==> src/design/rrsa_pkg.sv <==
// Shared types and codes for the round-robin space allocator.
// No dependencies; imported by the top level and the divider.
package rrsa_pkg;
	localparam logic [2:0] FUNC_DEFINE = 3'd0;
	localparam logic [2:0] FUNC_ADD    = 3'd1;
	localparam logic [2:0] FUNC_ALLOC  = 3'd2;
	localparam logic [2:0] FUNC_ADJUST = 3'd3;
	localparam logic [2:0] FUNC_QUERY  = 3'd4;

	localparam logic [1:0] STATUS_OK      = 2'd0;
	localparam logic [1:0] STATUS_NO_ROOM = 2'd1;
	localparam logic [1:0] STATUS_BAD     = 2'd2;

	localparam int DVD_W = 36;
	localparam int DVS_W = 17;

	typedef struct packed {
		logic [16:0] bsize;
		logic [39:0] free;
	} elem_t;
endpackage

==> src/design/rrsa_div.sv <==
// Restoring divider, one quotient bit per cycle.
// Depends on rrsa_pkg for operand widths.
module rrsa_div (
	input  logic                      clk,
	input  logic                      arst_n,
	input  logic                      start,
	input  logic [rrsa_pkg::DVD_W-1:0] dividend,
	input  logic [rrsa_pkg::DVS_W-1:0] divisor,
	output logic                      done,
	output logic [rrsa_pkg::DVD_W-1:0] quotient
);
	import rrsa_pkg::*;

	logic [DVD_W-1:0] quo_q;
	logic [DVS_W-1:0] rem_q;
	logic [DVS_W-1:0] dvs_q;
	logic [5:0]       cnt_q;
	logic             done_q;
	logic [DVS_W:0]   shifted;
	logic [DVS_W+1:0] diff;

	assign shifted = {rem_q, quo_q[DVD_W-1]};
	assign diff = {1'b0, shifted} - {2'b00, dvs_q};

	always_ff @(posedge clk or negedge arst_n) begin
		if (!arst_n) begin
			cnt_q <= '0;
			done_q <= 1'b0;
		end else begin
			done_q <= 1'b0;
			if (start) begin
				cnt_q <= 6'(DVD_W);
			end else if (cnt_q != 6'd0) begin
				cnt_q <= cnt_q - 6'd1;
				if (cnt_q == 6'd1) done_q <= 1'b1;
			end
		end
	end

	always_ff @(posedge clk) begin
		if (start) begin
			quo_q <= dividend;
			rem_q <= '0;
			dvs_q <= divisor;
		end else if (cnt_q != 6'd0) begin
			if (!diff[DVS_W+1]) begin
				rem_q <= diff[DVS_W-1:0];
				quo_q <= {quo_q[DVD_W-2:0], 1'b1};
			end else begin
				rem_q <= shifted[DVS_W-1:0];
				quo_q <= {quo_q[DVD_W-2:0], 1'b0};
			end
		end
	end

	assign done = done_q;
	assign quotient = quo_q;
endmodule

==> config.mk <==
export PLATFORM = sky130hd
export DESIGN_NAME = rrsa_div
export DESIGN_NICKNAME = d
export VERILOG_FILES = /design/src/design/rrsa_pkg.sv /design/src/design/rrsa_div.sv
export SDC_FILE = /design/constraint.sdc
export NUM_CORES = 1
export LEC_CHECK = 0
export BUFFER_PORTS_ARGS = -buffer_cell sky130_fd_sc_hd__buf_2
export CORE_UTILIZATION = 56
export CTS_BUF_LIST = sky130_fd_sc_hd__clkbuf_4
export DETAILED_ROUTE_END_ITERATION = 7
export PLACE_DENSITY = 0.83
export SYNTH_ARGS = -nofsm -noshare
export SYNTH_HDL_FRONTEND = slang
export SYNTH_SLANG_ARGS = --single-unit
export TNS_END_PERCENT = 20
==> constraint.sdc <==
create_clock -name clk -period 3.65 [get_ports clk]
set_clock_uncertainty 0.2 [all_clocks]
set_input_delay 1.095 -clock clk [delete_from_list [all_inputs] [get_ports clk]]
set_output_delay 1.095 -clock clk [all_outputs]
set_load 0.02 [all_outputs]
==> reports/metrics.cfg <==
[synth]
syn_inst=327
yosys_warnings=0
synth_cell_types=47
synth_ff_type=edfxtp_1
seq_area_frac_synth=0.5332
syn_nets=403
avgSynthCellArea_sq_um=12.08
synthesis.area_sq_um=3951
synth_top_area_share=0.4028
yosys-top-cells-area=edfxtp_1 (40%), mux2_2 (10%), dfxtp_1 (8.6%), ha_1 (6.0%), dfrtp_1 (4.4%)
yosysMostFrequentCell=edfxtp_1
synth-edff-count=53
synth_common_cells=edfxtp_1 (53), mux2_2 (36), nor2_1 (26), inv_1 (23), ha_1 (19)
synth-seq-cells=77
synth_area_leader_cell=edfxtp_1
synthArstFlopShare=0.09091

[clocking]
clock-root-buffer=clkbuf_4
cts_hold_buf=0
cts_made_buffers=9
cts_resized=0
h-tree-depth=3
clock_sinks=77
clk_pin_slew_ns=0.12
insertion_delay_ns=0.43
cts_tree=done
postCtsSetupBuffers=0
clock_path_buffers=2

[sta]
hold_slack_ns=0.2771
min_period_ns=3.115
max_freq_ghz=0.3210
relSlewSlack=0.6989
finalCritPeriodShare=0.8534
rsz0062_at_grt=false
max_slew.worst_pin.slew_ns=0.4516
hold_viol=0
slew_viol_final=0
setup_viol=0
setup_tns_ns=0
fin_ws_ns=0.5349

[global_routing]
grt_pass1_wl_um=12970
track_usage=0.2287
antenna_found_initial=0
grt-ovfl-total=0
grt_pass1_vias=2870
grt_max_degree=74

[floorplanning]
ios=93
core_sq_um=6794
rows=30
start_util=0.5816
die_h_um=86
die_area_sq_um=7396
dieWidth_um=86

[routing]
drt_iter0_markers=190
wl_per_cell_um=15.10
drcViolationCount=0
vias=2890
antenna_left=0
drt-total-wl_um=7941
via_per_inst=5.494
drt-pass1-iter-count=4

[finish]
layout.nets=501
syn2layout_area_growth_pct=19.32
n_antenna_cell=0
drive_gt1_frac=0.3581

[pwr]
powerDensity_nw_per_um2=688.9
vdd_drop_max_mv=0.3272
leakage_uw=0.002074

[placement]
hpwlAfterDp_um=5679
dpl_worst_slack_ns=0.5657
gp_congestion=0.8655
portBuffers=92

[critical_path]
crit_required_ns=3.79
worstPathArrival_ns=3.25
worst_setup_path_start_kind=register
crit_path_end_kind=register
critPathKind=register to register
cp_max_fo=7

[run_status]
status=finished clean

[min_path]
hold_class=input port to async pin

[run]
cap_viol_max_count=0

[sequential cells by signal, summed over array words and instances, names as in the netlist]
name / cells
quotient: 36
dvs_q: 17
done: 1
rem_q: 17
cnt_q: 6
[path summary, 6_finish.rpt]
kind                       slack, ns  cells after the start                    from                endpoint
max in group asynchronous       2.82                      1                  arst_n    cnt_q[2]$_DFFE_PN0P_
min                             0.28                      1                  arst_n    cnt_q[5]$_DFFE_PN0P_
max reg2reg                     0.53                     12  quotient[35]$_DFFE_PP_   rem_q[0]$_SDFFE_PP0P_
min in group clk                0.30                      1  rem_q[14]$_SDFFE_PP0P_  rem_q[14]$_SDFFE_PP0P_
min reg2reg                     0.30                      1  rem_q[14]$_SDFFE_PP0P_  rem_q[14]$_SDFFE_PP0P_
max                             0.53                     12  quotient[35]$_DFFE_PP_   rem_q[0]$_SDFFE_PP0P_
[layer usage]
| layer | vias up | part of all wire | global-route usage |
|---|---|---|---|
| met5 | - | 0 | 0 |
| met4 | 0 | 0.014 | 0.08333 |
| met3 | 8 | 0.059 | 0.06737 |
| met2 | 87 | 0.50 | 0.3802 |
| met1 | 1394 | 0.43 | 0.2833 |
| li1 | 1401 | - | - |
[where the power goes]
| group | internal (uW) | switching (uW) |
|---|---|---|
| Combinational | 602 | 718 |
| Clock | 366 | 304 |
| Sequential | 1120 | 133 |
[cells by family (layout without fill, tap and decap cells)]
kind of cell / after synthesis / count (layout) / share of synthesized area
muxes: 49 / 49 / 0.1355
buffers and inverters: 34 / 137 / 0.03832
adders and majority gates: 20 / 20 / 0.06523
DFF: 77 / 77 / 0.5333
AOI/OAI and AO/OA: 60 / 60 / 0.1064
xor gates and xnor gates: 17 / 17 / 0.03768
and+or+nand+nor: 70 / 70 / 0.08360
[cell type report]
cell class / count / area, sq um
flip-flops and latches: 77 / 2107
multi-input cells: 216 / 1693
clock buffers: 11 / 82.58
fillers: 508 / 2079
repair buffers: 98 / 518.0
well taps: 96 / 120.1
inverters: 23 / 86.33
clock inverters: 5 / 107.6
[metrics by stage]
stage	cell area, sq um	std cells	power [uW]	utilization
6_report	4715	526	3248	0.6939
5_1_grt	4715	526	3443	0.6939
4_1_cts	4715	526	3254	0.6939
3_5_place_dp	4524	510	2577	0.6659
3_3_place_gp	4524	510	2531	0.6659
2_1_floorplan	3951	327	2315	-
[cell usage in the layout, fill, tap and decap left out, types with 11 or more instances in the layout]
| cell | n |
|---|---|
| buf_2 | 92 |
| edfxtp_1 | 53 |
| mux2_2 | 36 |
| nor2_1 | 26 |
| inv_1 | 23 |
| ha_1 | 19 |
| dfxtp_1 | 17 |
| a211oi_1 | 13 |
| mux2i_1 | 13 |
| nand2_1 | 12 |
| a21oi_1 | 12 |
| o21ai_0 | 11 |
| clkbuf_4 | 11 |
[critical path, stage by stage (launching register included)]
cell	delay (ns)
edfxtp_1	0.42
inv_1	0.08
ha_1	0.16
inv_1	0.05
fa_1	0.39
a21o_1	0.19
a221oi_2	0.30
o22a_2	0.23
o21ai_4	0.07
a41o_1	0.34
buf_4	0.21
and3_1	0.17
nor4_1	0.23
Note: power is estimated with default switching activity, not from simulation.
